`src/rtl/pal_pkg.sv`:
```
`timescale 1ns / 1ps
// ----------------------------------------------------------------------------
// pal_pkg
// Shared types and constants for the positional array list.
// ----------------------------------------------------------------------------
package pal_pkg;

    localparam int DEPTH_DEF      = 128;
    localparam int DATA_WIDTH_DEF = 32;

    localparam int ACTION_W = 3;
    localparam int POS_W    = 8;
    localparam int VALUE_W  = 32;
    localparam int STATUS_W = 2;
    localparam int COUNT_W  = 8;

    localparam int S_TDATA_W = 48;
    localparam int M_TDATA_W = 48;

    typedef enum logic [ACTION_W-1:0] {
        ACT_INSERT       = 3'd0,
        ACT_INSERT_FIRST = 3'd1,
        ACT_INSERT_LAST  = 3'd2,
        ACT_DELETE       = 3'd3,
        ACT_REPLACE      = 3'd4,
        ACT_SEARCH       = 3'd5,
        ACT_READ         = 3'd6,
        ACT_CLEAR        = 3'd7
    } action_t;

    typedef enum logic [STATUS_W-1:0] {
        ST_OK    = 2'd0,
        ST_INDEX = 2'd1,
        ST_EMPTY = 2'd2,
        ST_FULL  = 2'd3
    } status_t;

    typedef enum logic {
        FSM_IDLE,
        FSM_COLLECT
    } fsm_state_t;

    typedef struct packed {
        logic shift_up;
        logic shift_down;
        logic write;
        logic capture;
        logic search;
    } cell_ctl_t;

endpackage

```
`src/rtl/pal_cell.sv`:
```
`timescale 1ns / 1ps
// ----------------------------------------------------------------------------
// pal_cell
// One list entry: holds a word, takes it from a neighbor on shifts, and
// registers its read tap and search hit for the result stage.
// ----------------------------------------------------------------------------
module pal_cell #(
    parameter int DATA_WIDTH = pal_pkg::DATA_WIDTH_DEF,
    parameter int CMP_W      = 8,
    parameter int INDEX      = 0
) (
    input  logic                  clk,
    input  pal_pkg::cell_ctl_t    ctl,
    input  logic [CMP_W-1:0]      pos,
    input  logic [CMP_W-1:0]      count,
    input  logic [DATA_WIDTH-1:0] value,
    input  logic [DATA_WIDTH-1:0] left_word,
    input  logic [DATA_WIDTH-1:0] right_word,
    output logic [DATA_WIDTH-1:0] word,
    output logic [DATA_WIDTH-1:0] tap,
    output logic                  hit
);

    localparam logic [CMP_W-1:0] MY_INDEX = CMP_W'(INDEX);

    logic [DATA_WIDTH-1:0] word_reg;
    logic [DATA_WIDTH-1:0] word_next;
    logic [DATA_WIDTH-1:0] tap_reg;
    logic [DATA_WIDTH-1:0] tap_next;
    logic                  hit_reg;
    logic                  hit_next;

    logic at_pos;
    logic above_pos;

    assign at_pos    = (MY_INDEX == pos);
    assign above_pos = (MY_INDEX > pos);

    always_comb
    begin
        word_next = word_reg;
        if (ctl.write && at_pos)
        begin
            word_next = value;
        end
        else if (ctl.shift_up && above_pos)
        begin
            word_next = left_word;
        end
        else if (ctl.shift_down && (at_pos || above_pos))
        begin
            word_next = right_word;
        end
    end

    assign tap_next = (ctl.capture && at_pos) ? word_reg : '0;
    assign hit_next = ctl.search && (MY_INDEX < count) && (word_reg == value);

    always_ff @(posedge clk)
    begin
        word_reg <= word_next;
        tap_reg  <= tap_next;
        hit_reg  <= hit_next;
    end

    assign word = word_reg;
    assign tap  = tap_reg;
    assign hit  = hit_reg;

endmodule

```
`config.mk`:
```
export PLATFORM = sky130hd
export DESIGN_NAME = pal_cell
export DESIGN_NICKNAME = d
export VERILOG_FILES = /design/src/rtl/pal_pkg.sv /design/src/rtl/pal_cell.sv
export SDC_FILE = /design/constraint.sdc
export NUM_CORES = 1
export LEC_CHECK = 0
export BUFFER_PORTS_ARGS = -buffer_cell sky130_fd_sc_hd__clkbuf_2
export CAP_MARGIN = 10
export CORE_UTILIZATION = 47
export CTS_BUF_LIST = sky130_fd_sc_hd__clkbuf_8
export DETAILED_ROUTE_END_ITERATION = 12
export HOLD_SLACK_MARGIN = 0.03
export PLACE_DENSITY = 0.87
export RECOVER_POWER = 100
export REMOVE_ABC_BUFFERS = 1
export SYNTH_ARGS = -nofsm -noshare
export SYNTH_HDL_FRONTEND = slang
export SYNTH_SLANG_ARGS = --single-unit
export TNS_END_PERCENT = 10
```
`constraint.sdc`:
```
create_clock -name clk -period 5.3 [get_ports clk]
set_clock_uncertainty 0.15 [all_clocks]
set_input_delay 1.59 -clock clk [delete_from_list [all_inputs] [get_ports clk]]
set_output_delay 1.59 -clock clk [all_outputs]
set_load 0.03 [all_outputs]
```
### Yosys cells after proc, flatten, opt, wreduce, memory -nomap -nowiden

Cells that the tools add are included.

| operators by class | value |
|---|---|
| $lt $le $gt $ge | 2 |
| equal/unequal tests | 1 |
| muxes and demuxes | 3 |
| reductions and logical operators | 9 |

Operator list:

| kind | count |
|---|---|
| $mux 32 | 3 |
| $eq 32x32->1 | 1 |
| $gt 1x8->1 const A | 1 |
| $logic_not 8->1 | 1 |
| $lt 1x8->1 const A | 1 |
| $logic_and 1x1->1 | 6 |
| $reduce_bool 3->1 | 1 |
| $logic_or 1x1->1 | 1 |

| storage, ports and cells | value |
|---|---|
| flip-flop bits (word level) | 65 |
| output and inout port bits | 65 |

### Longest topological paths before layout

Gate-level depths: netlist of the first run.

| logic depth | value |
|---|---|
| depth in word-level cells | 6 |
| gate-level depth with buffers | 5 |
| depth with buffers taken out | 4 |

### Worst setup path after synthesis of the first run

OpenSTA, ideal clock, no wires.

| timing path | value |
|---|---|
| kind | input to register |
| start | input pos[7] |
| end | register word_reg[0], in the netlist word[0], enable pin |
| setup time | 0.391 ns |
| data arrival time | 3.356 ns |
| data required time | 4.759 ns |
| path slack | 1.403 ns |
| stages | 4 |
| buffers on the path | 1 |
| cells stage by stage | or4_4 nor2_4 clkbuf_1 o21a_1 |

| between the ends | value |
|---|---|
| longest elaborated chain between the ends | 4 |
| elaborated cells between the ends (all ways) | 7 |
| those cells by class | 1 x order compare; 6 x reduce/logical |

RTL lines:

| element | line | source |
|---|---|---|
| from (decl) | pal_cell.sv:14 | `input logic [CMP_W-1:0] pos,` |
| $gt 1x8->1 / $logic_not 8->1 (equally long branches) | pal_cell.sv:37, pal_cell.sv:36 |  |
| $logic_or 1x1->1 | pal_cell.sv:50 | `else if (ctl.shift_down && (at_pos \|\| above_pos))` |
| $logic_and 1x1->1 | pal_cell.sv:50 |  |
| $reduce_bool 3->1 (no source line) (*) | n/a |  |
| to (signal assigned) | pal_cell.sv:61 | `word_reg <= word_next;` |
| to (decl) | pal_cell.sv:26 | `logic [DATA_WIDTH-1:0] word_reg;` |

Every way passes the cells marked *; elsewhere a longest branch is shown, timed or not.
A chain may end at the register's enable or synchronous reset.

### Worst setup path in the final report of the first run

| timing path | value |
|---|---|
| start | input pos[7] |
| end | register word_reg[21], in the netlist word[21], enable pin |

The elaborated chain is that of the path after synthesis.

==> impl_metrics.toml, run 1 <==
[yosys]
ys_seq_elements = 65
synth.distinct_cells = 18
syn_area_um2 = 2771
yosysSeqAreaShare_pct = 58.51
netlist_instances = 190
synth_area_per_cell_um2 = 14.59
ys.warnings.count = 0

[floorplanning]
core_um2 = 5608
start_util_pct = 49.42
die_w_um = 78.79
fp-row-count = 27
die_area_um2 = 6208
dieHeight_um = 78.79
ios = 183

[critical_path]
cp.arrival_ns = 3.89
reg2reg_depth = 4
critPathTopFamily = "simple AND/OR/NAND/NOR gates"
critPathKind = "in2reg"
cp-end-kind = "register"
cp_cell_sequence = "clkbuf_2 -> or4_2 -> nor2_1 -> o21a_1 -> clkbuf_2"
crit_path_start_kind = "input port"
crit_buf_inv = 2
rr_endpoint = "hit"
cp.depth = 5
max_stage_delay_ns = 0.69
cp_slowest_cell = "nor2_1"
crit_fanout = 32
worstReg2RegStart = "word[21]"
crit_path_frequent_cell = "clkbuf_2"
startpoint = "pos[7]"
endpoint = "word[21]"
rrSetupSlack_ns = 3.69
crit_required_ns = 5.09

[clocking]
post_cts.repair.setup_buffers = 0
clk_latency_ns = 0.32
cts.sinks = 65
cts.clk_slew.worst_paths_ns = 0.08
clockRootBuffer = "clkbuf_8"
cts_tree = "done"
htree_levels = 3
cts-resized-gates = 0
clock_path_buffers = 2
cts_buffers = 9
hold_buffers = 0

[placement]
hpwl_mm = 4.798
io_buffers = 149
gp_congestion = 0.7762
placedCellCount = 404

[global_routing]
grt_pass1_wl_mm = 9.936
grt_max_degree = 33
grt_overflow = 0
antenna_found_initial = 0
first_global_vias = 2105
grt_usage_pct = 21.64

[timing]
drv_slew = 0
hold_viol_final = 0
fmax_mhz = 244.1
setup_viol = 0
worstMarginPinSlew_ns = 0.9312
final.period_utilization_pct = 77.30
fin_setup_tns_ns = 0
fin_crit_ns = 4.097
grt_setup_unrepaired = "no"
hold_ws_ns = 0.4043
max_slew_margin_pct = 37.92

[run_status]
status = "finished clean"

[layout]
final_cell_mix = "clkbuf_2, clkbuf_1, dfxtp_1, and3_1, edfxtp_1"
regArea_um2 = 1622
syn_to_final_growth_pct = 27.81
nets = 461
antenna_cells = 0
drive_gt1_share_pct = 30.17
n_fill_cell = 528
multi_input_area_um2 = 974.7
final_cell_count_no_fill = 420
final_common_cell = "clkbuf_2"
utilization_pct = 63.16

[power]
p_leak_nw = 1.574
power.total_mw = 0.9724
power_density_nw_per_um2 = 274.5
ir_drop_mv = 0.1411

[drt]
ant_nets = 0
dr_total_vias = 2108
drcViolationCount = 0
wl_per_cell_um = 15.31
drt_first_pass_iters = 4
viasPerCell = 5.019
drtIter0Drc = 82
finalWirelength_mm = 6.430

[worst_hold_path]
hp-class = "reg2reg"
whs_path_depth = 1

[run]
maxCapViolations = 0
[how the worst min path moves through the flow]
stage | from | to | slack, ns
final | word[27] | tap[27] | 0.40
after global routing | word[27] | tap[27] | 0.43
after CTS | word[27] | tap[27] | 0.41
after detailed placement | word[4] | tap[4] | 0.39
after global placement | word[31] | tap[31] | 0.38
after floorplan | word[0] | tap[0] | 0.60
[report_power, final]
| part | total [mW] | switching, mW | internal, mW |
|---|---|---|---|
| logic | 0.0648 | 0.0285 | 0.0363 |
| registers | 0.528 | 0.000676 | 0.527 |
| clock network | 0.380 | 0.176 | 0.204 |
[synth_stat cells, drive strengths merged]
master / number / area, µm²
and3: 32 / 200.2
buf: 3 / 33.78
clkbuf: 6 / 22.52
dfxtp: 33 / 660.6
edfxtp: 32 / 960.9
mux2: 32 / 473.0
nand2: 2 / 15.01
nand3: 1 / 5.000
nand4: 2 / 12.51
nor2: 1 / 11.26
nor3: 2 / 10.01
nor4: 9 / 56.30
o21a: 1 / 7.510
or4: 2 / 22.52
xnor2: 1 / 8.760
xor2: 31 / 271.5
[worst reg2reg max path, cell delays in order, from the launching register on]
cell	delay, ns
edfxtp_1	0.42
xor2_1	0.17
nor4_1	0.41
nand4_1	0.19
nor3_1	0.19
[metal layers]
metal	vias up	wire (µm)	track usage (%)
li1	1000	-	-
met1	996	2555	25.80
met2	98	3358	35.83
met3	14	396	7.471
met4	0	120	8.333
met5	-	0	0
[logic make-up (layout without fill, tap and decap cells)]
family | count (synthesis) | after routing | share of synthesized area [%]
simple gates | 51 | 51 | 12.01
mux | 32 | 32 | 17.07
flops | 65 | 65 | 58.51
buf+inv | 9 | 167 | 2.031
compound gates | 1 | 1 | 0.2710
xor+xnor | 32 | 32 | 10.11
[metrics by stage]
stage          setup WS (ns)  instance area, µm²
2_1_floorplan          1.414                2715
3_3_place_gp           1.536                3566
3_5_place_dp           1.506                3566
4_1_cts                1.853                3750
5_1_grt                1.080                3542
6_report               1.203                3542
[layout make-up]
| type | count | area share [%] |
|---|---|---|
| flip-flops and latches | 65 | 45.78 |
| clock inverters | 4 | 0.5298 |
| well taps | 72 | 2.543 |
| clock buffers | 12 | 4.663 |
| repair buffers | 151 | 18.97 |
| multi-input cells | 116 | 27.52 |
Note: power is estimated with default switching activity, not from simulation.
==> run 2: changes to the inputs <==
--- a/config.mk
+++ b/config.mk
@@ -7,11 +7,11 @@
 export LEC_CHECK = 0
 export BUFFER_PORTS_ARGS = -buffer_cell sky130_fd_sc_hd__clkbuf_2
 export CAP_MARGIN = 10
-export CORE_UTILIZATION = 47
+export CORE_UTILIZATION = 43
 export CTS_BUF_LIST = sky130_fd_sc_hd__clkbuf_8
 export DETAILED_ROUTE_END_ITERATION = 12
 export HOLD_SLACK_MARGIN = 0.03
-export PLACE_DENSITY = 0.87
+export PLACE_DENSITY = 0.81
 export RECOVER_POWER = 100
 export REMOVE_ABC_BUFFERS = 1
 export SYNTH_ARGS = -nofsm -noshare
==> constraint.sdc (replaced) <==
create_clock -name clk -period 4.1 [get_ports clk]
set_clock_uncertainty 0.15 [all_clocks]
set_input_delay 1.23 -clock clk [delete_from_list [all_inputs] [get_ports clk]]
set_output_delay 1.23 -clock clk [all_outputs]
set_load 0.03 [all_outputs]
==> impl_metrics.toml, run 2 (synthesis results as in run 1) <==
[global_routing]
grt_max_degree = 33
grt_usage_pct = 19.28
first_global_vias = 2061
antenna_found_initial = 0
grt_overflow = 0
grt_pass1_wl_mm = 9.397

[clocking]
cts_buffers = 9
cts_tree = "done"
htree_levels = 3
clock_path_buffers = 2
hold_buffers = 0
post_cts.repair.setup_buffers = 0
cts-resized-gates = 0
cts.sinks = 65
clk_latency_ns = 0.32
clockRootBuffer = "clkbuf_8"
cts.clk_slew.worst_paths_ns = 0.07

[critical_path]
rrSetupSlack_ns = 2.46
critPathKind = "in2reg"
reg2reg_depth = 4
cp-end-kind = "register"
rr_endpoint = "hit"
cp.arrival_ns = 3.29
crit_required_ns = 4.01
worstReg2RegStart = "word[27]"
crit_path_start_kind = "input port"
crit_fanout = 32

[drt]
wl_met2_mm = 3.344
ant_nets = 0
wl_per_cell_um = 15.24
top_layer = "met4"
drtIter0Drc = 42
drcViolationCount = 0
dr_wl_met3_um = 346
dr_total_vias = 2064
viasPerCell = 4.879
drt_first_pass_iters = 3
finalWirelength_mm = 6.446
wl_met1_mm = 2.665

[placement]
placedCellCount = 407
hpwl_mm = 4.677
io_buffers = 149
place_area_um2 = 3570
gp_congestion = 0.7854

[layout]
final_cell_count_no_fill = 423
fin_area_um2 = 3533
nets = 461
final_common_cell = "clkbuf_2"
final_cell_mix = "clkbuf_2, clkbuf_1, dfxtp_1, and3_1, edfxtp_1"
antenna_cells = 0
drive_gt1_share_pct = 29.60
n_fill_cell = 565
utilization_pct = 58.30
syn_to_final_growth_pct = 27.49

[worst_hold_path]
hold_end = "tap[6]"
hp-start = "word[6]"
hp-class = "reg2reg"
whs_path_depth = 1

[timing]
grt_setup_unrepaired = "no"
final.period_utilization_pct = 82.36
fin_crit_ns = 3.377
fin_setup_tns_ns = 0
max_slew_margin_pct = 40.30
hold_viol_final = 0
fmax_mhz = 296.1
worstMarginPinSlew_ns = 0.8956
drv_slew = 0
hold_ws_ns = 0.4038
setup_viol = 0

[floorplanning]
core_um2 = 6061
die_area_um2 = 6770
die_w_um = 82.28
fp-row-count = 28
dieHeight_um = 82.28
start_util_pct = 45.73
ios = 183

[power]
p_leak_nw = 1.559
power_density_nw_per_um2 = 349.5
ir_drop_mv = 0.2028

[run]
maxCapViolations = 0

[run_status]
status = "finished clean"
==> run 2: cell count changes in the layout (fill, tap and decap cells not counted), sizes merged <==
cell / delta
inv: +1
clkbuf: -1
==> run 2: final cells by class <==
| cell class | instances | area, µm² | share of cell area (%) |
|---|---|---|---|
| tap | 75 | 93.84 | 2.656 |
| timing repair buffer | 151 | 671.9 | 19.02 |
| clock inverter | 5 | 22.52 | 0.6374 |
| multi-input combinational | 116 | 972.2 | 27.51 |
| sequential | 65 | 1622 | 45.89 |
| clock buffer | 11 | 151.4 | 4.285 |
==> run 2: worst max path at each step <==
stage            from        to  slack [ns]  depth (start not counted)
2_1_floorplan  pos[7]   word[0]        0.57                          3
3_3_place_gp   pos[7]  word[16]        0.68                          5
3_5_place_dp   pos[7]  word[16]        0.64                          5
4_1_cts        pos[7]  word[16]        0.98                          5
5_1_grt        pos[7]  word[15]        0.64                          5
6_report       pos[7]  word[15]        0.72                          5
==> run 2: critical path, stage by stage <==
cell and delay [ns]:
clkbuf_2 0.08, or4_1 0.56, nor2_4 0.31, nand2_2 0.55, mux2_1 0.54
==> run 2: power by group <==
group,internal [mW],switching [mW]
Clock,0.245,0.224
Sequential,0.682,0.000887
Combinational,0.0464,0.0365
Total,0.973,0.262
==> run 2: per-layer routing <==
metal,vias up,global-route usage [%]
met1,969,21.77
met4,0,9.298
met5,-,0
met3,6,5.275
met2,88,33.47
li1,1001,-
==> run 2: metrics by stage <==
stage / setup WS, ns / power [mW]
6_report: 0.7232 / 1.235
5_1_grt: 0.6351 / 1.290
4_1_cts: 0.9803 / 1.262
3_5_place_dp: 0.6363 / 0.7942
3_3_place_gp: 0.6761 / 0.7907
2_1_floorplan: 0.5735 / 0.7372
==> run 3: changes to the inputs <==
--- a/config.mk
+++ b/config.mk
@@ -7,11 +7,11 @@
 export LEC_CHECK = 0
 export BUFFER_PORTS_ARGS = -buffer_cell sky130_fd_sc_hd__clkbuf_2
 export CAP_MARGIN = 10
-export CORE_UTILIZATION = 43
+export CORE_UTILIZATION = 39
 export CTS_BUF_LIST = sky130_fd_sc_hd__clkbuf_8
 export DETAILED_ROUTE_END_ITERATION = 12
 export HOLD_SLACK_MARGIN = 0.03
-export PLACE_DENSITY = 0.81
+export PLACE_DENSITY = 0.77
 export RECOVER_POWER = 100
 export REMOVE_ABC_BUFFERS = 1
 export SYNTH_ARGS = -nofsm -noshare
==> constraint.sdc (replaced) <==
create_clock -name clk -period 3 [get_ports clk]
set_clock_uncertainty 0.15 [all_clocks]
set_input_delay 0.9 -clock clk [delete_from_list [all_inputs] [get_ports clk]]
set_output_delay 0.9 -clock clk [all_outputs]
set_load 0.03 [all_outputs]
==> impl_metrics.toml, run 3 (synthesis results as in run 1) <==
[worst_hold_path]
hp-class = "reg2reg"
hold_end = "tap[29]"
whs_path_depth = 1
hp-start = "word[29]"

[timing]
max_slew_margin_pct = 65.20
setup_viol = 0
drv_slew = 0
grt_setup_unrepaired = "no"
fmax_mhz = 381.4
hold_viol_final = 0
fin_crit_ns = 2.622
worstMarginPinSlew_ns = 0.5219
final.period_utilization_pct = 87.40
hold_ws_ns = 0.3995

[critical_path]
reg2reg_depth = 4
cp_cell_sequence = "clkbuf_2 -> or4_1 -> nor2_1 -> buf_4 -> o21a_2 -> buf_4"
cp.arrival_ns = 2.49
rr_endpoint = "hit"
worstReg2RegStart = "word[21]"
cp_slowest_cell = "or4_1"
cp-end-kind = "register"
critPathKind = "in2reg"
crit_fanout = 14
crit_path_start_kind = "input port"
crit_path_frequent_cell = "buf_4"
max_stage_delay_ns = 0.52
crit_required_ns = 2.87
rrSetupSlack_ns = 1.30

[drt]
drt_first_pass_iters = 4
wl_met1_mm = 2.796
ant_nets = 0
dr_total_vias = 2054
drtIter0Drc = 44
wl_per_cell_um = 14.44
drcViolationCount = 0
wl_met2_mm = 3.194
viasPerCell = 4.585
top_layer = "met4"
dr_wl_met3_um = 405
finalWirelength_mm = 6.471

[run_status]
status = "finished clean"

[power]
p_leak_nw = 1.597
power.total_mw = 1.693
power_density_nw_per_um2 = 468.0
ir_drop_mv = 0.1957

[layout]
final_cell_mix = "clkbuf_2, clkbuf_1, dfxtp_1, and3_1, edfxtp_1"
antenna_cells = 0
regArea_um2 = 1622
multi_input_area_um2 = 970.9
final_common_cell = "clkbuf_2"
nets = 465
syn_to_final_growth_pct = 30.52
n_fill_cell = 708
fin_area_um2 = 3617
drive_gt1_share_pct = 30.68
final_cell_count_no_fill = 448
utilization_pct = 52.95

[clocking]
htree_levels = 3
hold_buffers = 0
cts-resized-gates = 0
clock_path_buffers = 2
cts_buffers = 9
cts.sinks = 65
post_cts.repair.setup_buffers = 0
cts_tree = "done"
clockRootBuffer = "clkbuf_8"
clk_latency_ns = 0.33
cts.clk_slew.worst_paths_ns = 0.07

[floorplanning]
dieHeight_um = 86.30
start_util_pct = 40.57
fp-row-count = 30
ios = 183
core_um2 = 6832
die_area_um2 = 7448
die_w_um = 86.30

[placement]
place_area_um2 = 3652
io_buffers = 149
gp_congestion = 0.7673
placedCellCount = 432
hpwl_mm = 4.924

[global_routing]
grt_usage_pct = 17.64
grt_overflow = 0
grt_max_degree = 33
first_global_vias = 2025
antenna_found_initial = 0
grt_pass1_wl_mm = 9.722

[run]
maxCapViolations = 0
==> run 3: cell types whose count changed in the layout (fill, tap and decap cells not counted) <==
cell      previous run  this run
nand2_2              1         0
nor2_1               0         1
buf_4                0         3
buf_12               0         2
nor2_4               1         0
o21a_2               0         1
o21a_1               1         0
inv_1                2         1
nand2_4              0         1
clkbuf_1            67        66
clkinv_1             0         1
==> run 3: through the flow <==
step | setup slack, ns | setup TNS, ns
floorplan | -0.1965 | -6.286
global placement | 0.2131 | 0
detailed placement | 0.2334 | 0
CTS | 0.5818 | 0
global route | 0.3057 | 0
finish | 0.3780 | 0
==> run 3: worst max path at each step <==
stage | from | to | slack, ns
after floorplan | pos[7] | word[0] | -0.20
after global routing | pos[7] | word[2] | 0.31
final | pos[7] | word[6] | 0.38
after detailed placement | pos[7] | word[29] | 0.23
after CTS | pos[7] | word[2] | 0.58
after global placement | pos[7] | word[29] | 0.21
==> run 3: worst max-delay path, delay by kind of cell <==
kind,cells,cell delay [ns]
buffers and inverters,3,0.51
AOI/OAI and AO/OA,1,0.16
and+or+nand+nor,2,0.91
==> run 3: where the power goes <==
| part | switching (mW) | total [mW] | internal [mW] |
|---|---|---|---|
| Combinational | 0.0485 | 0.112 | 0.0637 |
| Clock | 0.313 | 0.648 | 0.335 |
| Sequential | 0.00117 | 0.932 | 0.931 |
| Total | 0.363 | 1.69 | 1.33 |
==> run 3: area by class of cell <==
type / count / share of cell area, %
Timing Repair Buffer: 155 / 20.20
Clock inverter: 5 / 0.6226
Clock buffer: 11 / 4.185
Tap cell: 96 / 3.321
Multi-Input combinational cell: 116 / 26.84
Sequential cell: 65 / 44.83
==> run 3: metal layers <==
metal  vias to the layer above  track usage (%)
li1                       1008                -
met1                       951            21.17
met2                        86            30.88
met3                         9            4.476
met4                         0            5.909
met5                         -                0
