[config.mk]
export PLATFORM = sky130hd
export DESIGN_NAME = pal_ctrl
export DESIGN_NICKNAME = d
export VERILOG_FILES = /design/src/rtl/pal_pkg.sv /design/src/rtl/pal_ctrl.sv
export SDC_FILE = /design/constraint.sdc
export NUM_CORES = 1
export LEC_CHECK = 0
export BUFFER_PORTS_ARGS = -buffer_cell sky130_fd_sc_hd__clkbuf_2
export CAP_MARGIN = 10
export CELL_PAD_IN_SITES_DETAIL_PLACEMENT = 1
export CELL_PAD_IN_SITES_GLOBAL_PLACEMENT = 1
export CORE_MARGIN = 2
export CORE_UTILIZATION = 30
export DETAILED_ROUTE_END_ITERATION = 7
export HOLD_SLACK_MARGIN = 0.08
export PLACE_DENSITY = 0.77
export SLEW_MARGIN = 0
export SYNTH_ARGS = -nofsm -noshare
export SYNTH_HDL_FRONTEND = slang
export SYNTH_SLANG_ARGS = --single-unit
[constraint.sdc]
create_clock -name clk -period 2.9 [get_ports clk]
set_clock_uncertainty 0.15 [all_clocks]
set_input_delay 0.145 -clock clk [delete_from_list [all_inputs] [get_ports clk]]
set_output_delay 0.145 -clock clk [all_outputs]
set_load 0.005 [all_outputs]
[src/rtl/pal_pkg.sv]
`timescale 1ns / 1ps
// ----------------------------------------------------------------------------
// pal_pkg
// Shared types and constants for the positional array list.
// ----------------------------------------------------------------------------
package pal_pkg;

    localparam int DEPTH_DEF      = 128;
    localparam int DATA_WIDTH_DEF = 32;

    localparam int ACTION_W = 3;
    localparam int POS_W    = 8;
    localparam int VALUE_W  = 32;
    localparam int STATUS_W = 2;
    localparam int COUNT_W  = 8;

    localparam int S_TDATA_W = 48;
    localparam int M_TDATA_W = 48;

    typedef enum logic [ACTION_W-1:0] {
        ACT_INSERT       = 3'd0,
        ACT_INSERT_FIRST = 3'd1,
        ACT_INSERT_LAST  = 3'd2,
        ACT_DELETE       = 3'd3,
        ACT_REPLACE      = 3'd4,
        ACT_SEARCH       = 3'd5,
        ACT_READ         = 3'd6,
        ACT_CLEAR        = 3'd7
    } action_t;

    typedef enum logic [STATUS_W-1:0] {
        ST_OK    = 2'd0,
        ST_INDEX = 2'd1,
        ST_EMPTY = 2'd2,
        ST_FULL  = 2'd3
    } status_t;

    typedef enum logic {
        FSM_IDLE,
        FSM_COLLECT
    } fsm_state_t;

    typedef struct packed {
        logic shift_up;
        logic shift_down;
        logic write;
        logic capture;
        logic search;
    } cell_ctl_t;

endpackage

[src/rtl/pal_ctrl.sv]
`timescale 1ns / 1ps
// ----------------------------------------------------------------------------
// pal_ctrl
// Action decoder, fill count, handshake sequencing and result register.
// ----------------------------------------------------------------------------
module pal_ctrl #(
    parameter int DEPTH      = pal_pkg::DEPTH_DEF,
    parameter int DATA_WIDTH = pal_pkg::DATA_WIDTH_DEF,
    parameter int CNT_W      = 8,
    parameter int CMP_W      = 8
) (
    input  logic                           clk,
    input  logic                           rst_n,
    input  logic                           s_tvalid,
    output logic                           s_tready,
    input  logic [pal_pkg::S_TDATA_W-1:0]  s_tdata,
    output logic                           m_tvalid,
    input  logic                           m_tready,
    output logic [pal_pkg::M_TDATA_W-1:0]  m_tdata,
    output pal_pkg::cell_ctl_t             ctl,
    output logic [CMP_W-1:0]               pos,
    output logic [CMP_W-1:0]               count,
    output logic [DATA_WIDTH-1:0]          value,
    input  logic [DATA_WIDTH-1:0]          data_or,
    input  logic                           found_or
);

    localparam logic [CNT_W-1:0] FULL_COUNT = CNT_W'(DEPTH);

    pal_pkg::fsm_state_t state_reg;
    pal_pkg::fsm_state_t state_next;
    logic [CNT_W-1:0]    count_reg;
    logic [CNT_W-1:0]    count_next;
    pal_pkg::status_t    status_reg;
    pal_pkg::status_t    status_next;
    logic                out_valid_reg;
    logic                out_valid_next;
    logic [pal_pkg::M_TDATA_W-1:0] out_data_reg;
    logic [pal_pkg::M_TDATA_W-1:0] out_data_next;

    pal_pkg::action_t    action;
    logic [CMP_W-1:0]    pos_ext;
    logic [CMP_W-1:0]    count_ext;
    logic [CMP_W-1:0]    eff_pos;
    logic                accept;
    logic                collect;
    pal_pkg::status_t    decode_status;
    logic [CNT_W-1:0]    decode_count;
    pal_pkg::cell_ctl_t  decode_ctl;

    assign action    = pal_pkg::action_t'(s_tdata[2:0]);
    assign pos_ext   = CMP_W'(s_tdata[10:3]);
    assign count_ext = CMP_W'(count_reg);
    assign value     = DATA_WIDTH'(s_tdata[42:11]);
    assign accept    = s_tvalid && s_tready;

    // action decoder
    always_comb
    begin
        decode_ctl    = '0;
        decode_status = pal_pkg::ST_OK;
        decode_count  = count_reg;
        eff_pos       = pos_ext;
        unique case (action) inside
            pal_pkg::ACT_INSERT, pal_pkg::ACT_INSERT_FIRST, pal_pkg::ACT_INSERT_LAST:
            begin
                if (action == pal_pkg::ACT_INSERT_FIRST)
                begin
                    eff_pos = '0;
                end
                else if (action == pal_pkg::ACT_INSERT_LAST)
                begin
                    eff_pos = count_ext;
                end
                if (count_reg == FULL_COUNT)
                begin
                    decode_status = pal_pkg::ST_FULL;
                end
                else if (eff_pos > count_ext)
                begin
                    decode_status = pal_pkg::ST_INDEX;
                end
                else
                begin
                    decode_ctl.shift_up = 1'b1;
                    decode_ctl.write    = 1'b1;
                    decode_count        = count_reg + CNT_W'(1);
                end
            end
            pal_pkg::ACT_DELETE, pal_pkg::ACT_REPLACE, pal_pkg::ACT_READ:
            begin
                if (count_reg == '0)
                begin
                    decode_status = pal_pkg::ST_EMPTY;
                end
                else if (pos_ext >= count_ext)
                begin
                    decode_status = pal_pkg::ST_INDEX;
                end
                else if (action == pal_pkg::ACT_DELETE)
                begin
                    decode_ctl.capture    = 1'b1;
                    decode_ctl.shift_down = 1'b1;
                    decode_count          = count_reg - CNT_W'(1);
                end
                else if (action == pal_pkg::ACT_REPLACE)
                begin
                    decode_ctl.write = 1'b1;
                end
                else
                begin
                    decode_ctl.capture = 1'b1;
                end
            end
            pal_pkg::ACT_SEARCH:
            begin
                if (count_reg == '0)
                begin
                    decode_status = pal_pkg::ST_EMPTY;
                end
                else
                begin
                    decode_ctl.search = 1'b1;
                end
            end
            pal_pkg::ACT_CLEAR:
            begin
                decode_count = '0;
            end
            default:
            begin
                decode_count = count_reg;
            end
        endcase
    end

    // next state
    always_comb
    begin
        state_next = state_reg;
        unique case (state_reg)
            pal_pkg::FSM_IDLE:
            begin
                if (accept)
                begin
                    state_next = pal_pkg::FSM_COLLECT;
                end
            end
            pal_pkg::FSM_COLLECT:
            begin
                state_next = pal_pkg::FSM_IDLE;
            end
            default:
            begin
                state_next = pal_pkg::FSM_IDLE;
            end
        endcase
    end

    // state outputs
    always_comb
    begin
        s_tready = 1'b0;
        collect  = 1'b0;
        unique case (state_reg)
            pal_pkg::FSM_IDLE:
            begin
                s_tready = !out_valid_reg || m_tready;
            end
            pal_pkg::FSM_COLLECT:
            begin
                collect = 1'b1;
            end
            default:
            begin
                s_tready = 1'b0;
            end
        endcase
    end

    assign ctl         = accept ? decode_ctl : '0;
    assign pos         = eff_pos;
    assign count       = count_ext;
    assign count_next  = accept ? decode_count : count_reg;
    assign status_next = accept ? decode_status : status_reg;

    always_comb
    begin
        out_valid_next = out_valid_reg;
        if (collect)
        begin
            out_valid_next = 1'b1;
        end
        else if (m_tready)
        begin
            out_valid_next = 1'b0;
        end
    end

    // from bit 0: status, data_out, found, count, is_empty, is_full, zero fill
    always_comb
    begin
        out_data_next = out_data_reg;
        if (collect)
        begin
            out_data_next = {3'b000,
                             (count_reg == FULL_COUNT),
                             (count_reg == '0),
                             pal_pkg::COUNT_W'(count_reg),
                             found_or,
                             pal_pkg::VALUE_W'(data_or),
                             status_reg};
        end
    end

    always_ff @(posedge clk or negedge rst_n)
    begin
        if (!rst_n)
        begin
            state_reg     <= pal_pkg::FSM_IDLE;
            count_reg     <= '0;
            out_valid_reg <= 1'b0;
        end
        else
        begin
            state_reg     <= state_next;
            count_reg     <= count_next;
            out_valid_reg <= out_valid_next;
        end
    end

    always_ff @(posedge clk)
    begin
        status_reg   <= status_next;
        out_data_reg <= out_data_next;
    end

    assign m_tvalid = out_valid_reg;
    assign m_tdata  = out_data_reg;

endmodule

; ---- After elaboration in Yosys (flattened, before gate mapping)
; Cells that the tools add are included.
[word_totals]
word_cells = 71
input_bits = 85
ff_bits = 57
[classes]
reduce_logical = 10
muxes = 38
n_eq_ne = 13
bitwise = 1
n_addsub = 2
order_cmp = 2
[op_table]
columns = operator, count
row1 = $mux W8, 9
row2 = $pmux W8 S3, 1
row3 = $mux W1, 19
row4 = $eq A3 B3 Y1 const B, 4
row5 = $ne A2 B2 Y1 const B, 5
row6 = $add A8 B1 Y8 const B, 1
row7 = $eq A8 B8 Y1 const B, 1
row8 = $ge A8 B8 Y1, 1
row9 = $gt A8 B8 Y1, 1
row10 = $logic_not A8 Y1, 1
row11 = $sub A8 B1 Y8 const B, 1
row12 = $reduce_and A7 Y1, 1
row13 = $eq A3 B2 Y1 const B, 2
row14 = $mux W2, 3
row15 = $mux W3, 2
row16 = $pmux W2 S3, 1
row17 = $reduce_or A3 Y1, 2
row18 = $mux W5, 1
row19 = $pmux W1 S2, 2
row20 = $eq A3 B1 Y1 const B, 1
row21 = $logic_not A3 Y1, 1
row22 = $reduce_bool A3 Y1, 1
row23 = $reduce_bool A2 Y1, 1
row24 = $logic_and A1 B1 Y1, 1
row25 = other kinds (3), 3

; ---- Longest topological paths before layout
; Gate-level depths: netlist of run 1.
[logic_depth]
depth_word = 9
depth_mapped = 12
mapped_depth_nobuf = 11

; ---- Worst setup path before layout of run 1
; Ideal clock, no wire load.
[synth_path]
path_type = input port to flip-flop
start = in s_tdata[2] (netlist bit)
end = reg count_reg[0], in the netlist count[0]
arrival_time_ps = 2597
stages = 11
setup_slack_ps = 28
required_ps = 2625
cell_sequence = clkbuf_1 o21bai_1 clkbuf_1 a22o_1 ha_1 a21oi_1 o21ai_1 or3_2 o211ai_4 nand2_4 mux2_4
[synth_via]
elab_chain_cells = 7
elab_cells_between_ends = 21
classes_between = order compare: 1 / eq/ne: 11 / mux: 4 / reduce/logical: 5
[synth_lines]
columns = element, line_no
row1 = from (decl), pal_ctrl.sv:16  ; input logic [pal_pkg::S_TDATA_W-1:0] s_tdata,
row2 = $eq A3 B2 Y1, pal_ctrl.sv:71  ; else if (action == pal_pkg::ACT_INSERT_LAST)
row3 = $mux W8, pal_ctrl.sv:71
row4 = $mux W8, pal_ctrl.sv:67  ; if (action == pal_pkg::ACT_INSERT_FIRST)
row5 = $mux W8, pal_ctrl.sv:64  ; unique case (action) inside
row6 = $gt A8 B8 Y1, pal_ctrl.sv:79  ; else if (eff_pos > count_ext)
row7 = $ne A2 B2 Y1 (no line), --
row8 = $reduce_and A7 Y1 (no line), --
row9 = to (signal assigned), pal_ctrl.sv:227  ; count_reg <= count_next;
row10 = to (decl), pal_ctrl.sv:32  ; logic [CNT_W-1:0] count_reg;
; Parallel ways exist; a longest one is shown, timed or not. The select of a mux whose other input is x is not followed.
; A chain may end at the register's enable or synchronous reset.

==> flow_summary.html, run 1 <==
<table>
<tr><th>Metric</th><th>Value</th></tr>
<tr><th colspan="2">STA</th></tr>
<tr><td>Min cycle time layout</td><td>2.84 ns</td></tr>
<tr><td>Setup total negative slack</td><td>0 ns</td></tr>
<tr><td>Achievable Freq</td><td>352 MHz</td></tr>
<tr><td>Count of endpoints failing hold in the final timing report</td><td>0</td></tr>
<tr><td>Least-Margin Pin Slew</td><td>0.559 ns</td></tr>
<tr><td>Setup violation total in the final timing report</td><td>0</td></tr>
<tr><td>Slew margin rel.</td><td>0.628</td></tr>
<tr><td>Setup repair after global routing missed its margin</td><td>yes</td></tr>
<tr><td>Pins over their slew limit</td><td>0</td></tr>
<tr><td>Tcrit/Tclk final</td><td>0.980</td></tr>
<tr><th colspan="2">Setup path</th></tr>
<tr><td>WS Path Type</td><td>reg -&gt; out</td></tr>
<tr><td>Critical path launch point type</td><td>flop</td></tr>
<tr><td>Type of destination of the critical path</td><td>output pin</td></tr>
<tr><td>Maximum net fanout on the critical path</td><td>3</td></tr>
<tr><td>Flop2flop setup slack</td><td>0.11 ns</td></tr>
<tr><td>Endpoint of the worst register-to-register path</td><td>count[1]</td></tr>
<tr><td>Reg2reg start</td><td>count[7]</td></tr>
<tr><td>Required time of the worst setup path</td><td>2.61 ns</td></tr>
<tr><td>Launching element of the worst setup path</td><td>count[1]</td></tr>
<tr><td>Cell depth of the worst flop-to-flop path</td><td>9</td></tr>
<tr><td>Destination of the critical timing path</td><td>ctl[2]</td></tr>
<tr><td>Worst path arrival time</td><td>2.55 ns</td></tr>
<tr><th colspan="2">Place</th></tr>
<tr><td>Count of input and output buffers</td><td>115</td></tr>
<tr><td>Cell Area, Placed</td><td>3910 sq um</td></tr>
<tr><td>Routability cong.</td><td>0.830</td></tr>
<tr><td>Placed wire-length estimate after detailed placement</td><td>7.29 mm</td></tr>
<tr><td>Placed cells</td><td>505</td></tr>
<tr><th colspan="2">GRT</th></tr>
<tr><td>GRT Total Usage</td><td>0.167</td></tr>
<tr><td>Global-route wire length before repair</td><td>14.9 mm</td></tr>
<tr><td>Antenna violations before repair</td><td>0</td></tr>
<tr><td>Vias in the first global route</td><td>3022</td></tr>
<tr><td>Maximum number of pins on one net before global-route repair</td><td>47</td></tr>
<tr><td>Overflow after GRT</td><td>0</td></tr>
<tr><th colspan="2">Routing</th></tr>
<tr><td>Via density per instance</td><td>4.91</td></tr>
<tr><td>Wire length per cell after detailed routing</td><td>17.8 microns</td></tr>
<tr><td>Post-DRT Antenna Nets</td><td>0</td></tr>
<tr><td>Detailed Routing Iterations Pass 1</td><td>6</td></tr>
<tr><td>Number of DRC violations after detailed routing</td><td>0</td></tr>
<tr><td>DRC violation total after the first TritonRoute iteration</td><td>111</td></tr>
<tr><td>Aggregate routed wire length</td><td>10.0 mm</td></tr>
<tr><td>Total number of vias</td><td>2752</td></tr>
<tr><th colspan="2">Floorplan</th></tr>
<tr><td>Die extent in y</td><td>109 microns</td></tr>
<tr><td>Die area</td><td>11900 sq um</td></tr>
<tr><td>Die width</td><td>109 microns</td></tr>
<tr><td>Initial core utilization</td><td>0.306</td></tr>
<tr><td>FP Rows</td><td>38</td></tr>
<tr><td>Total I/O pin count</td><td>188</td></tr>
<tr><td>Core ar.</td><td>10800 sq um</td></tr>
<tr><th colspan="2">Synth</th></tr>
<tr><td>Post-synthesis register bit count</td><td>57</td></tr>
<tr><td>Area leader, netlist</td><td>edfxtp_1</td></tr>
<tr><td>Number of enable-type register cells in the synthesized netlist</td><td>47</td></tr>
<tr><td>Async SR Flop Fraction</td><td>0.175</td></tr>
<tr><td>Top cells by area in the synthesized netlist</td><td>edfxtp_1, buf_4, ha_1, dfrtp_1, a22o_1</td></tr>
<tr><td>Number of distinct library cells after synthesis</td><td>55</td></tr>
<tr><td>Number of warnings reported in the yosys synthesis log</td><td>0</td></tr>
<tr><td>Synth Flop Type</td><td>edfxtp_1</td></tr>
<tr><td>Synthesized cell area</td><td>3310 sq um</td></tr>
<tr><td>Cell count after synthesis</td><td>271</td></tr>
<tr><td>Avg Inst Size Synth</td><td>12.2 sq um</td></tr>
<tr><td>Fraction of the yosys area taken by sequential cells</td><td>0.502</td></tr>
<tr><td>Proportion of netlist area held by the largest area contributor</td><td>0.427</td></tr>
<tr><th colspan="2">Finish</th></tr>
<tr><td>Number of flip-flops under the largest register name</td><td>45</td></tr>
<tr><td>Number of antenna cells inserted</td><td>0</td></tr>
<tr><td>Register area</td><td>1660 sq um</td></tr>
<tr><td>Multi-input combinational cell area</td><td>1300 sq um</td></tr>
<tr><td>Final instance count without filler cells</td><td>561</td></tr>
<tr><td>Total non-filler cell area in the finished layout</td><td>4530 sq um</td></tr>
<tr><td>Final #Nets</td><td>524</td></tr>
<tr><td>Synthesis-to-layout area growth</td><td>37.1%</td></tr>
<tr><td>Fraction of layout cells with a size suffix above 1</td><td>0.428</td></tr>
<tr><td>Count of fill cells added during filler insertion</td><td>1198</td></tr>
<tr><th colspan="2">Power</th></tr>
<tr><td>Power Dens Cells</td><td>757 nW/um^2</td></tr>
<tr><td>P_int</td><td>0.00226 W</td></tr>
<tr><td>Clock group share of total power</td><td>0.227</td></tr>
<tr><td>Relative contribution of combinational cells to total power</td><td>0.442</td></tr>
<tr><td>Peak VDD IR</td><td>335 uV</td></tr>
<tr><td>Sw Ratio</td><td>0.343</td></tr>
<tr><td>Leak Pwr</td><td>2.08 nW</td></tr>
<tr><td>Sequential share of power</td><td>0.331</td></tr>
<tr><td>Sw Pwr</td><td>0.00118 W</td></tr>
<tr><td>Final Total Pwr</td><td>0.00343 W</td></tr>
<tr><th colspan="2">Worst hold path</th></tr>
<tr><td>Class of the worst hold path</td><td>in -&gt; out</td></tr>
<tr><td>Worst hold start</td><td>s_tdata[26]</td></tr>
<tr><th colspan="2">Job</th></tr>
<tr><td>Max Cap Violations</td><td>0</td></tr>
<tr><th colspan="2">Clocking</th></tr>
<tr><td>Skew-Pair Late Insertion Delay</td><td>0.32 ns</td></tr>
<tr><td>Number of H-tree branching levels</td><td>3</td></tr>
<tr><td>Root buf cell</td><td>clkbuf_8</td></tr>
<tr><td>Number of buffers added by the clock tree synthesis step</td><td>9</td></tr>
<tr><td>Clock-pin slew on the worst setup and hold paths</td><td>0.06 ns</td></tr>
<tr><td>TritonCTS clock tree</td><td>built</td></tr>
<tr><td>Number of sinks driven by the clock tree</td><td>57</td></tr>
<tr><td>Number of buffers on the longest clock path</td><td>2</td></tr>
<tr><th colspan="2">Outcome</th></tr>
<tr><td>Result of the run</td><td>completed</td></tr>
</table>
power by group through the flow:
stage	combinational, W	sequential, W	clock [W]
2_1_floorplan	0.000846	0.00120	0
3_3_place_gp	0.00136	0.00114	0
3_5_place_dp	0.00142	0.00115	0
4_1_cts	0.00149	0.00113	0.000804
5_1_grt	0.00169	0.00115	0.000833
6_report	0.00152	0.00114	0.000780
layout by cell type, fill, tap and decap left out, types with 2 or more instances in the layout:
master         count
o21ai_1            2
ha_1              22
mux2_4             7
nand4_1            3
nand3_1            2
conb_1             3
buf_4             23
nor3_1             5
or3_1              2
nand2b_1           4
o211ai_1           3
o21a_1             2
a22o_1            22
clkbuf_2         113
clkbuf_8           9
inv_1             16
clkinv_2           3
nor2_1            14
dlygate4sd3_1     36
a21oi_1            8
xor2_1             2
nor2b_1            6
dfrtp_1            9
buf_2              2
nand2_1            7
xnor2_1            2
or4_4              2
o21ai_0            5
nor2_2             2
bufinv_16          2
nor3_4             2
edfxtp_1          47
metrics by stage:
stage | util | hold slack (ns) | setup slack [ns]
floorplan | - | -0.301 | 0.0279
global placement | 0.363 | -0.124 | 0.0862
detailed placement | 0.363 | -0.123 | 0.00763
CTS | 0.417 | 0.140 | 0.000485
global route | 0.420 | 0.140 | -0.106
finish | 0.420 | 0.140 | 0.0577
routing by layer:
metal | share of wire | wire [microns] | up-vias | track usage
met2 | 0.50 | 5000 | 133 | 0.302
met3 | 0.084 | 843 | 31 | 0.0442
met4 | 0.026 | 257 | 0 | 0.0824
li1 | - | - | 1259 | -
met1 | 0.39 | 3900 | 1329 | 0.178
met5 | 0 | 0 | - | 0
kinds of logic (layout without fill, tap and decap cells):
kind of cell | Yosys count | count (layout) | synth area share
other | 1 | 3 | 0.00113
AND/OR/NAND/NOR | 62 | 62 | 0.114
adder cells (fa/ha/maj) | 23 | 23 | 0.0893
multiplexers | 7 | 7 | 0.0318
buffers and inverters | 59 | 207 | 0.113
XOR/XNOR | 4 | 4 | 0.0106
AO/OA/AOI/OAI | 58 | 58 | 0.137
flip-flops | 57 | 57 | 0.502
cell usage after synthesis (2+ instances only):
cell      number
o211ai_1       3
nor3_1         5
a21oi_1        9
inv_1         16
nor3_4         2
nor2b_1        6
a22o_1        22
nand3_1        2
o21bai_1       2
o21ai_0        5
nand4_1        3
o21a_1         2
buf_4         37
or4_4          2
nand2_1        7
mux2_4         7
nor2_1        16
o21ai_1        2
dfrtp_1       10
nand2b_1       4
xor2_1         2
edfxtp_1      47
ha_1          22
xnor2_1        2
or3_1          2
clkbuf_1       5
critical path, stage by stage (launching register included):
cell and delay (ns):
dfrtp_1 0.41, a22o_1 0.21, a22o_1 0.20, ha_1 0.28
nor2b_1 0.13, o211ai_1 0.18, a21oi_2 0.08, o22a_1 0.21
or2_1 0.27, o32ai_2 0.09, buf_2 0.16
worst min path at each step:
stage                            to  slack, ns  cells past startpoint
after CTS                 value[19]       0.14                      0
final                     value[15]       0.14                      0
after global placement     m_tvalid      -0.12                      1
after global routing      value[16]       0.14                      0
after floorplan            count[0]      -0.30                      0
after detailed placement   m_tvalid      -0.12                      1
repair_timing:
action | 4_1_cts | 5_1_grt
setup endpoints to repair | 2 | 2
hold buffers | 36 | 0
buffers inserted | 2 | 2
pin swaps | 3 | 5
gates resized for setup | 2 | 6
hold endpoints to repair | 44 | 0
cell type report:
class / instances / area share
Clock inverter: 6 / 0.0182
Multi-Input combinational cell: 157 / 0.287
Clock buffer: 10 / 0.0281
Sequential cell: 57 / 0.367
Tap cell: 140 / 0.0386
Inverter: 17 / 0.0171
Timing Repair Buffer: 174 / 0.244
Note: power is estimated with default switching activity, not from simulation.
==> run 2: changes to the inputs <==
Settings changed: BUFFER_PORTS_ARGS -buffer_cell sky130_fd_sc_hd__clkbuf_2 to -buffer_cell sky130_fd_sc_hd__buf_2.
==> run 2 against run 1 <==
- worst setup slack lost 0.025 ns
- flip-flop and latch count is the same
- critical path depth is the same
- final cell count grew 0.71%
- critical path type unchanged
==> flow_summary.html, run 2 (same netlist as run 1, synthesis figures left out) <==
<table>
<tr><th>Metric</th><th>Value</th></tr>
<tr><th colspan="2">Outcome</th></tr>
<tr><td>Result of the run</td><td>completed</td></tr>
<tr><th colspan="2">Routing</th></tr>
<tr><td>Detailed Routing Iterations Pass 1</td><td>4 (-2)</td></tr>
<tr><td>Via density per instance</td><td>4.87 (-0.82%)</td></tr>
<tr><td>Number of DRC violations after detailed routing</td><td>0 (unchanged)</td></tr>
<tr><td>Wire length per cell after detailed routing</td><td>18.3 microns (+2.8%)</td></tr>
<tr><td>Aggregate routed wire length</td><td>10.4 mm (+3.5%)</td></tr>
<tr><td>DRC violation total after the first TritonRoute iteration</td><td>98 (-12%)</td></tr>
<tr><td>Post-DRT Antenna Nets</td><td>0 (unchanged)</td></tr>
<tr><td>Total number of vias</td><td>2749 (-0.11%)</td></tr>
<tr><th colspan="2">Floorplan</th></tr>
<tr><td>FP Rows</td><td>38 (unchanged)</td></tr>
<tr><td>Die area</td><td>11900 sq um (unchanged)</td></tr>
<tr><td>Die extent in y</td><td>109 microns (unchanged)</td></tr>
<tr><td>Initial core utilization</td><td>0.306 (unchanged)</td></tr>
<tr><td>Core ar.</td><td>10800 sq um (unchanged)</td></tr>
<tr><td>Die width</td><td>109 microns (unchanged)</td></tr>
<tr><td>Total I/O pin count</td><td>188 (unchanged)</td></tr>
<tr><th colspan="2">Finish</th></tr>
<tr><td>End-of-flow core utilization</td><td>0.428 (+0.00788)</td></tr>
<tr><td>Number of antenna cells inserted</td><td>0 (unchanged)</td></tr>
<tr><td>Final #Nets</td><td>528 (+0.76%)</td></tr>
<tr><td>Final instance count without filler cells</td><td>565 (+0.71%)</td></tr>
<tr><td>Synthesis-to-layout area growth</td><td>39.7%</td></tr>
<tr><td>Fraction of layout cells with a size suffix above 1</td><td>0.435 (+0.00774)</td></tr>
<tr><td>Total non-filler cell area in the finished layout</td><td>4620 sq um (+1.9%)</td></tr>
<tr><td>Commonest cells after routing, fill and taps aside</td><td>buf_2, edfxtp_1, dlygate4sd3_1, buf_4, a22o_1</td></tr>
<tr><td>Number of flip-flops under the largest register name</td><td>45 (unchanged)</td></tr>
<tr><td>Most common cell after layout, fill and taps aside</td><td>buf_2</td></tr>
<tr><th colspan="2">Setup path</th></tr>
<tr><td>Number of stages on the worst setup path</td><td>10 (unchanged)</td></tr>
<tr><td>Critical path launch point type</td><td>flop</td></tr>
<tr><td>Standard cell with the maximum stage delay on the critical path</td><td>dfrtp_1</td></tr>
<tr><td>Cell depth of the worst flop-to-flop path</td><td>9 (unchanged)</td></tr>
<tr><td>Destination of the critical timing path</td><td>ctl[2]</td></tr>
<tr><td>Maximum net fanout on the critical path</td><td>3 (unchanged)</td></tr>
<tr><td>Endpoint of the worst register-to-register path</td><td>count[4]</td></tr>
<tr><td>Kind of cell adding the most delay to the critical path</td><td>compound AO/OA/AOI/OAI gates</td></tr>
<tr><td>Required time of the worst setup path</td><td>2.61 ns (about the same)</td></tr>
<tr><td>Number of buffers and inverters on the critical path</td><td>1 (unchanged)</td></tr>
<tr><td>WS Path Type</td><td>reg -&gt; out</td></tr>
<tr><td>Worst-path cell chain</td><td>a22o_1 &gt; a22o_1 &gt; ha_4 &gt; nor2b_4 &gt; o211ai_1 &gt; a21oi_2 &gt; o22a_1 &gt; or2_1 &gt; o32ai_2 &gt; buf_2</td></tr>
<tr><td>Launching element of the worst setup path</td><td>count[1]</td></tr>
<tr><td>Worst path arrival time</td><td>2.57 ns (+0.02 ns)</td></tr>
<tr><td>Reg2reg start</td><td>count[5]</td></tr>
<tr><td>Type of destination of the critical path</td><td>output pin</td></tr>
<tr><td>Flop2flop setup slack</td><td>0.14 ns (+0.03 ns)</td></tr>
<tr><td>CP max stage delay</td><td>0.42 ns (about the same)</td></tr>
<tr><td>Cell repeated most along the worst path</td><td>a22o_1</td></tr>
<tr><th colspan="2">STA</th></tr>
<tr><td>Count of endpoints failing hold in the final timing report</td><td>0 (unchanged)</td></tr>
<tr><td>Slew margin rel.</td><td>0.631 (+0.00355)</td></tr>
<tr><td>Achievable Freq</td><td>349 MHz (-0.86%)</td></tr>
<tr><td>Min cycle time layout</td><td>2.87 ns (+0.0248 ns)</td></tr>
<tr><td>Least-Margin Pin Slew</td><td>0.553 ns (-0.00532 ns)</td></tr>
<tr><td>Setup repair after global routing missed its margin</td><td>yes</td></tr>
<tr><td>Pins over their slew limit</td><td>0 (unchanged)</td></tr>
<tr><td>Tcrit/Tclk final</td><td>0.989 (+0.00854)</td></tr>
<tr><td>Setup violation total in the final timing report</td><td>0 (unchanged)</td></tr>
<tr><th colspan="2">Clocking</th></tr>
<tr><td>Number of H-tree branching levels</td><td>3 (unchanged)</td></tr>
<tr><td>Clock-pin slew on the worst setup and hold paths</td><td>0.07 ns (about the same)</td></tr>
<tr><td>Number of buffers on the longest clock path</td><td>2 (unchanged)</td></tr>
<tr><td>Skew-Pair Late Insertion Delay</td><td>0.32 ns (about the same)</td></tr>
<tr><td>Number of sinks driven by the clock tree</td><td>57 (unchanged)</td></tr>
<tr><td>Number of buffers added by the clock tree synthesis step</td><td>9 (unchanged)</td></tr>
<tr><td>TritonCTS clock tree</td><td>built</td></tr>
<tr><td>Root buf cell</td><td>clkbuf_8</td></tr>
<tr><th colspan="2">Power</th></tr>
<tr><td>Leak Pwr</td><td>2.08 nW (+0.36%)</td></tr>
<tr><td>Power Dens Cells</td><td>765 nW/um^2 (+1.0%)</td></tr>
<tr><td>Peak VDD IR</td><td>369 uV (+10%)</td></tr>
<tr><th colspan="2">Place</th></tr>
<tr><td>Placed cells</td><td>508 (+0.59%)</td></tr>
<tr><td>Placed wire-length estimate after detailed placement</td><td>7.35 mm (+0.91%)</td></tr>
<tr><td>Routability cong.</td><td>0.837 (+0.84%)</td></tr>
<tr><td>Count of input and output buffers</td><td>115 (unchanged)</td></tr>
<tr><td>Cell Area, Placed</td><td>3950 sq um (+0.90%)</td></tr>
<tr><th colspan="2">GRT</th></tr>
<tr><td>Vias in the first global route</td><td>2942 (-2.6%)</td></tr>
<tr><td>Global-route wire length before repair</td><td>15.5 mm (+3.8%)</td></tr>
<tr><td>Maximum number of pins on one net before global-route repair</td><td>47 (unchanged)</td></tr>
<tr><td>GRT Total Usage</td><td>0.176 (+0.00876)</td></tr>
<tr><td>Overflow after GRT</td><td>0 (unchanged)</td></tr>
<tr><td>Antenna violations before repair</td><td>0 (unchanged)</td></tr>
<tr><th colspan="2">Worst hold path</th></tr>
<tr><td>Worst hold start</td><td>s_tdata[26]</td></tr>
<tr><td>Hold Path Stages</td><td>0 (unchanged)</td></tr>
<tr><td>Class of the worst hold path</td><td>in -&gt; out</td></tr>
<tr><th colspan="2">Job</th></tr>
<tr><td>Max Cap Violations</td><td>0 (unchanged)</td></tr>
</table>
==> run 2: cell count changes in the layout (fill, tap and decap cells not counted), moves of 2 or more <==
cell,change
buf_2,+113
buf_4,+2
clkbuf_2,-113
clkinv_2,-3
ha_1,-2
ha_4,+2
nor2_1,+2
nor2_2,-2
==> run 2: area by class of cell <==
cell class                      count  area (sq um)
Clock buffer                       11           131
Clock inverter                      5          80.1
Fill cell                        1179          6170
Inverter                           17          77.6
Multi-Input combinational cell    157          1340
Sequential cell                    57          1660
Tap cell                          140           175
Timing Repair Buffer              178          1150
==> run 2: how the worst min path moves through the flow <==
stage,slack [ns],end
after CTS,0.12,status_reg[0]
after floorplan,-0.30,count[0]
final,0.14,value[15]
after global routing,0.14,value[16]
after detailed placement,-0.11,m_tvalid
after global placement,-0.13,m_tvalid
==> run 2: stage by stage <==
| stage | power [W] | setup WS, ns | setup TNS, ns | hold slack (ns) |
|---|---|---|---|---|
| 2_1_floorplan | 0.00204 | 0.0279 | 0 | -0.301 |
| 3_3_place_gp | 0.00252 | 0.0912 | 0 | -0.132 |
| 3_5_place_dp | 0.00261 | -0.0230 | -0.0230 | -0.115 |
| 4_1_cts | 0.00349 | 0.00556 | 0 | 0.122 |
| 5_1_grt | 0.00377 | -0.0721 | -0.110 | 0.140 |
| 6_report | 0.00353 | 0.0329 | 0 | 0.140 |
==> run 2: routing by layer <==
layer,part of all wire,vias to the layer above,track usage
li1,-,1264,-
met3,0.076,34,0.0371
met5,0,-,0
met2,0.50,120,0.326
met4,0.031,0,0.0815
met1,0.39,1331,0.189
==> run 2: power breakdown <==
part           switching, W  internal, W
Clock              0.000312     0.000483
Sequential        0.0000875      0.00105
Combinational      0.000820     0.000785
==> run 2: repair_timing <==
action,in CTS,in global routing
endpoints found under the hold margin,44,0
hold buffers,37,0
buffers inserted,3,1
pin swaps,4,4
gates resized for setup,2,9
endpoints found under the setup margin,2,3
==> run 3: changes to the inputs <==
Settings changed: CORE_MARGIN 2 to default.
==> run 3 against run 2 <==
- final cell count down 0.71%
- die area down 3.6%
- register-to-register slack about the same
- cell area down 1.0%
- utilization up 0.72 points
- critical path depth unchanged
- fmax up 1.6%
- worst setup slack better by 0.044 ns
- largest cell class unchanged
- highest routed layer unchanged
==> flow_summary.html, run 3 (same netlist as run 1, synthesis figures left out) <==
<table>
<tr><th>Metric</th><th>Value</th></tr>
<tr><th colspan="2">STA</th></tr>
<tr><td>Setup violation total in the final timing report</td><td>0 (unchanged)</td></tr>
<tr><td>Slew margin rel.</td><td>0.625 (-0.00637)</td></tr>
<tr><td>Setup repair after global routing missed its margin</td><td>yes</td></tr>
<tr><td>Count of endpoints failing hold in the final timing report</td><td>0 (unchanged)</td></tr>
<tr><td>Achievable Freq</td><td>354 MHz (+1.6%)</td></tr>
<tr><td>Least-Margin Pin Slew</td><td>0.563 ns (+0.00955 ns)</td></tr>
<tr><td>Crit path setup slack, layout</td><td>0.0769 ns (+0.0439 ns)</td></tr>
<tr><td>Min cycle time layout</td><td>2.82 ns (-0.0439 ns)</td></tr>
<tr><td>Tcrit/Tclk final</td><td>0.973 (-0.0151)</td></tr>
<tr><td>Pins over their slew limit</td><td>0 (unchanged)</td></tr>
<tr><th colspan="2">Setup path</th></tr>
<tr><td>Standard cell with the maximum stage delay on the critical path</td><td>dfrtp_1</td></tr>
<tr><td>Critical path launch point type</td><td>flop</td></tr>
<tr><td>WS Path Type</td><td>reg -&gt; out</td></tr>
<tr><td>Cell repeated most along the worst path</td><td>a22o_1</td></tr>
<tr><td>Endpoint of the worst register-to-register path</td><td>count[3]</td></tr>
<tr><td>Worst-path cell chain</td><td>a22o_1 &gt; a22o_1 &gt; ha_4 &gt; nor2b_4 &gt; o211ai_1 &gt; a21oi_2 &gt; o22a_1 &gt; or2_1 &gt; nor2_1 &gt; buf_2</td></tr>
<tr><td>Worst path arrival time</td><td>2.53 ns (-0.04 ns)</td></tr>
<tr><td>Required time of the worst setup path</td><td>2.61 ns (about the same)</td></tr>
<tr><td>Flop2flop setup slack</td><td>0.15 ns (about the same)</td></tr>
<tr><td>CP max stage delay</td><td>0.41 ns (about the same)</td></tr>
<tr><td>Reg2reg start</td><td>count[7]</td></tr>
<tr><td>Cell depth of the worst flop-to-flop path</td><td>9 (unchanged)</td></tr>
<tr><td>Kind of cell adding the most delay to the critical path</td><td>compound AO/OA/AOI/OAI gates</td></tr>
<tr><td>Type of destination of the critical path</td><td>output pin</td></tr>
<tr><td>Maximum net fanout on the critical path</td><td>2 (-1)</td></tr>
<tr><td>Number of stages on the worst setup path</td><td>10 (unchanged)</td></tr>
<tr><td>Number of buffers and inverters on the critical path</td><td>1 (unchanged)</td></tr>
<tr><th colspan="2">Routing</th></tr>
<tr><td>Wire length per cell after detailed routing</td><td>17.3 microns (-5.8%)</td></tr>
<tr><td>Via density per instance</td><td>4.90 (+0.71%)</td></tr>
<tr><td>Total number of vias</td><td>2749 (unchanged)</td></tr>
<tr><td>Post-DRT Antenna Nets</td><td>0 (unchanged)</td></tr>
<tr><td>Aggregate routed wire length</td><td>9.68 mm (-6.5%)</td></tr>
<tr><td>Detailed Routing Iterations Pass 1</td><td>4 (unchanged)</td></tr>
<tr><td>Number of DRC violations after detailed routing</td><td>0 (unchanged)</td></tr>
<tr><td>DRC violation total after the first TritonRoute iteration</td><td>118 (+20%)</td></tr>
<tr><th colspan="2">Power</th></tr>
<tr><td>Sw Pwr</td><td>0.00118 W (-3.1%)</td></tr>
<tr><td>Sequential share of power</td><td>0.331 (+0.010)</td></tr>
<tr><td>Relative contribution of combinational cells to total power</td><td>0.472 (+0.018)</td></tr>
<tr><td>Leak Pwr</td><td>2.08 nW (-0.26%)</td></tr>
<tr><td>Final Total Pwr</td><td>0.00340 W (-3.7%)</td></tr>
<tr><td>P_int</td><td>0.00222 W (-4.1%)</td></tr>
<tr><td>Clock group share of total power</td><td>0.198 (-0.027)</td></tr>
<tr><td>Sw Ratio</td><td>0.347 (+0.00218)</td></tr>
<tr><td>Peak VDD IR</td><td>274 uV (-26%)</td></tr>
<tr><td>Power Dens Cells</td><td>744 nW/um^2 (-2.8%)</td></tr>
<tr><th colspan="2">Place</th></tr>
<tr><td>Placed wire-length estimate after detailed placement</td><td>6.94 mm (-5.7%)</td></tr>
<tr><td>Placed cells</td><td>505 (-0.59%)</td></tr>
<tr><td>Cell Area, Placed</td><td>3940 sq um (-0.25%)</td></tr>
<tr><td>Routability cong.</td><td>0.779 (-6.9%)</td></tr>
<tr><td>Count of input and output buffers</td><td>115 (unchanged)</td></tr>
<tr><td>Worst-case setup slack after placement</td><td>0.0429 ns (+0.0658 ns)</td></tr>
<tr><th colspan="2">Finish</th></tr>
<tr><td>Final #Nets</td><td>529 (+0.19%)</td></tr>
<tr><td>Most common cell after layout, fill and taps aside</td><td>buf_2</td></tr>
<tr><td>Commonest cells after routing, fill and taps aside</td><td>buf_2, edfxtp_1, dlygate4sd3_1, buf_4, a22o_1</td></tr>
<tr><td>Count of fill cells added during filler insertion</td><td>1144 (-3.0%)</td></tr>
<tr><td>Number of antenna cells inserted</td><td>0 (unchanged)</td></tr>
<tr><td>Total non-filler cell area in the finished layout</td><td>4570 sq um (-1.0%)</td></tr>
<tr><td>Synthesis-to-layout area growth</td><td>38.3%</td></tr>
<tr><td>Number of flip-flops under the largest register name</td><td>45 (unchanged)</td></tr>
<tr><td>Multi-input combinational cell area</td><td>1340 sq um (+0.28%)</td></tr>
<tr><td>Final instance count without filler cells</td><td>561 (-0.71%)</td></tr>
<tr><td>Register area</td><td>1660 sq um (about the same)</td></tr>
<tr><td>End-of-flow core utilization</td><td>0.435 (+0.00716)</td></tr>
<tr><td>Fraction of layout cells with a size suffix above 1</td><td>0.438 (+0.00235)</td></tr>
<tr><th colspan="2">Outcome</th></tr>
<tr><td>Result of the run</td><td>completed</td></tr>
<tr><th colspan="2">Floorplan</th></tr>
<tr><td>Core ar.</td><td>10500 sq um (-2.6%)</td></tr>
<tr><td>Die width</td><td>107 microns (-1.8%)</td></tr>
<tr><td>Die extent in y</td><td>107 microns (-1.8%)</td></tr>
<tr><td>FP Rows</td><td>37 (-2.6%)</td></tr>
<tr><td>Die area</td><td>11400 sq um (-3.6%)</td></tr>
<tr><td>Initial core utilization</td><td>0.315 (+0.00828)</td></tr>
<tr><td>Total I/O pin count</td><td>188 (unchanged)</td></tr>
<tr><th colspan="2">Clocking</th></tr>
<tr><td>Root buf cell</td><td>clkbuf_8</td></tr>
<tr><td>Number of buffers added by the clock tree synthesis step</td><td>9 (unchanged)</td></tr>
<tr><td>Number of H-tree branching levels</td><td>3 (unchanged)</td></tr>
<tr><td>Clock-pin slew on the worst setup and hold paths</td><td>0.07 ns (about the same)</td></tr>
<tr><td>Skew-Pair Late Insertion Delay</td><td>0.33 ns (about the same)</td></tr>
<tr><td>TritonCTS clock tree</td><td>built</td></tr>
<tr><td>Number of sinks driven by the clock tree</td><td>57 (unchanged)</td></tr>
<tr><td>Number of buffers on the longest clock path</td><td>2 (unchanged)</td></tr>
<tr><th colspan="2">Worst hold path</th></tr>
<tr><td>Hold Path Stages</td><td>0 (unchanged)</td></tr>
<tr><td>Hold Path Sink</td><td>value[16]</td></tr>
<tr><td>Worst hold start</td><td>s_tdata[27]</td></tr>
<tr><td>Class of the worst hold path</td><td>in -&gt; out</td></tr>
<tr><th colspan="2">GRT</th></tr>
<tr><td>Maximum number of pins on one net before global-route repair</td><td>47 (unchanged)</td></tr>
<tr><td>Global-route wire length before repair</td><td>14.9 mm (-3.7%)</td></tr>
<tr><td>GRT Total Usage</td><td>0.172 (-0.00333)</td></tr>
<tr><td>Antenna violations before repair</td><td>0 (unchanged)</td></tr>
<tr><td>Vias in the first global route</td><td>2887 (-1.9%)</td></tr>
<tr><td>Overflow after GRT</td><td>0 (unchanged)</td></tr>
<tr><th colspan="2">Job</th></tr>
<tr><td>Max Cap Violations</td><td>0 (unchanged)</td></tr>
</table>
==> run 3: per-layer routing <==
metal	share of wire	vias to the layer above	track usage
met2	0.48	141	0.292
met5	0	-	0
met1	0.42	1302	0.206
met4	0.027	0	0.0793
li1	-	1270	-
met3	0.074	36	0.0419
==> run 3: layout make-up <==
| type | instances | share of cell area |
|---|---|---|
| multi-input cells | 157 | 0.293 |
| well taps | 136 | 0.0372 |
| repair buffers | 179 | 0.251 |
| flip-flops and latches | 57 | 0.364 |
| inverters | 17 | 0.0170 |
| clock buffers | 10 | 0.0279 |
| clock inverters | 5 | 0.0104 |
==> run 3: power by group through the flow <==
stage | logic (W) | clock network (W) | registers [W]
after floorplan | 0.000846 | 0 | 0.00120
after global routing | 0.00179 | 0.000728 | 0.00113
after CTS | 0.00156 | 0.000692 | 0.00112
after detailed placement | 0.00146 | 0 | 0.00114
final | 0.00160 | 0.000672 | 0.00112
after global placement | 0.00140 | 0 | 0.00114
==> run 3: metrics by stage <==
| stage | setup TNS [ns] | hold WS, ns |
|---|---|---|
| finish | 0 | 0.140 |
| global route | -0.0964 | 0.140 |
| CTS | 0 | 0.140 |
| detailed placement | 0 | -0.119 |
| global placement | 0 | -0.123 |
| floorplan | 0 | -0.301 |
==> run 3: worst reg2reg max path, delay by kind of cell (launching register included) <==
kind / cells / cell delay, ns
simple gates: 2 / 0.62
flops: 1 / 0.41
fa+ha+maj: 1 / 0.31
buf+inv: 2 / 0.35
mux: 1 / 0.32
compound gates: 3 / 0.47
==> run 3: worst max-delay path by stage <==
stage | start | endpoint | slack (ns)
final | count[1] | ctl[4] | 0.08
after global routing | count[0] | ctl[4] | -0.05
after CTS | count[1] | ctl[2] | 0.003
after detailed placement | s_tdata[2] | count[7] | 0.04
after global placement | s_tdata[1] | ctl[2] | 0.09
after floorplan | s_tdata[2] | count[0] | 0.03
==> run 3: repair_timing <==
| item | CTS | global route |
|---|---|---|
| pin swaps | 4 | 6 |
| resized for setup | 2 | 9 |
| hold buffers | 36 | 0 |
| endpoints found under the setup margin | 2 | 2 |
| endpoints found under the hold margin | 44 | 0 |
| setup buffers | 4 | 1 |
| cloned | 0 | 0 |
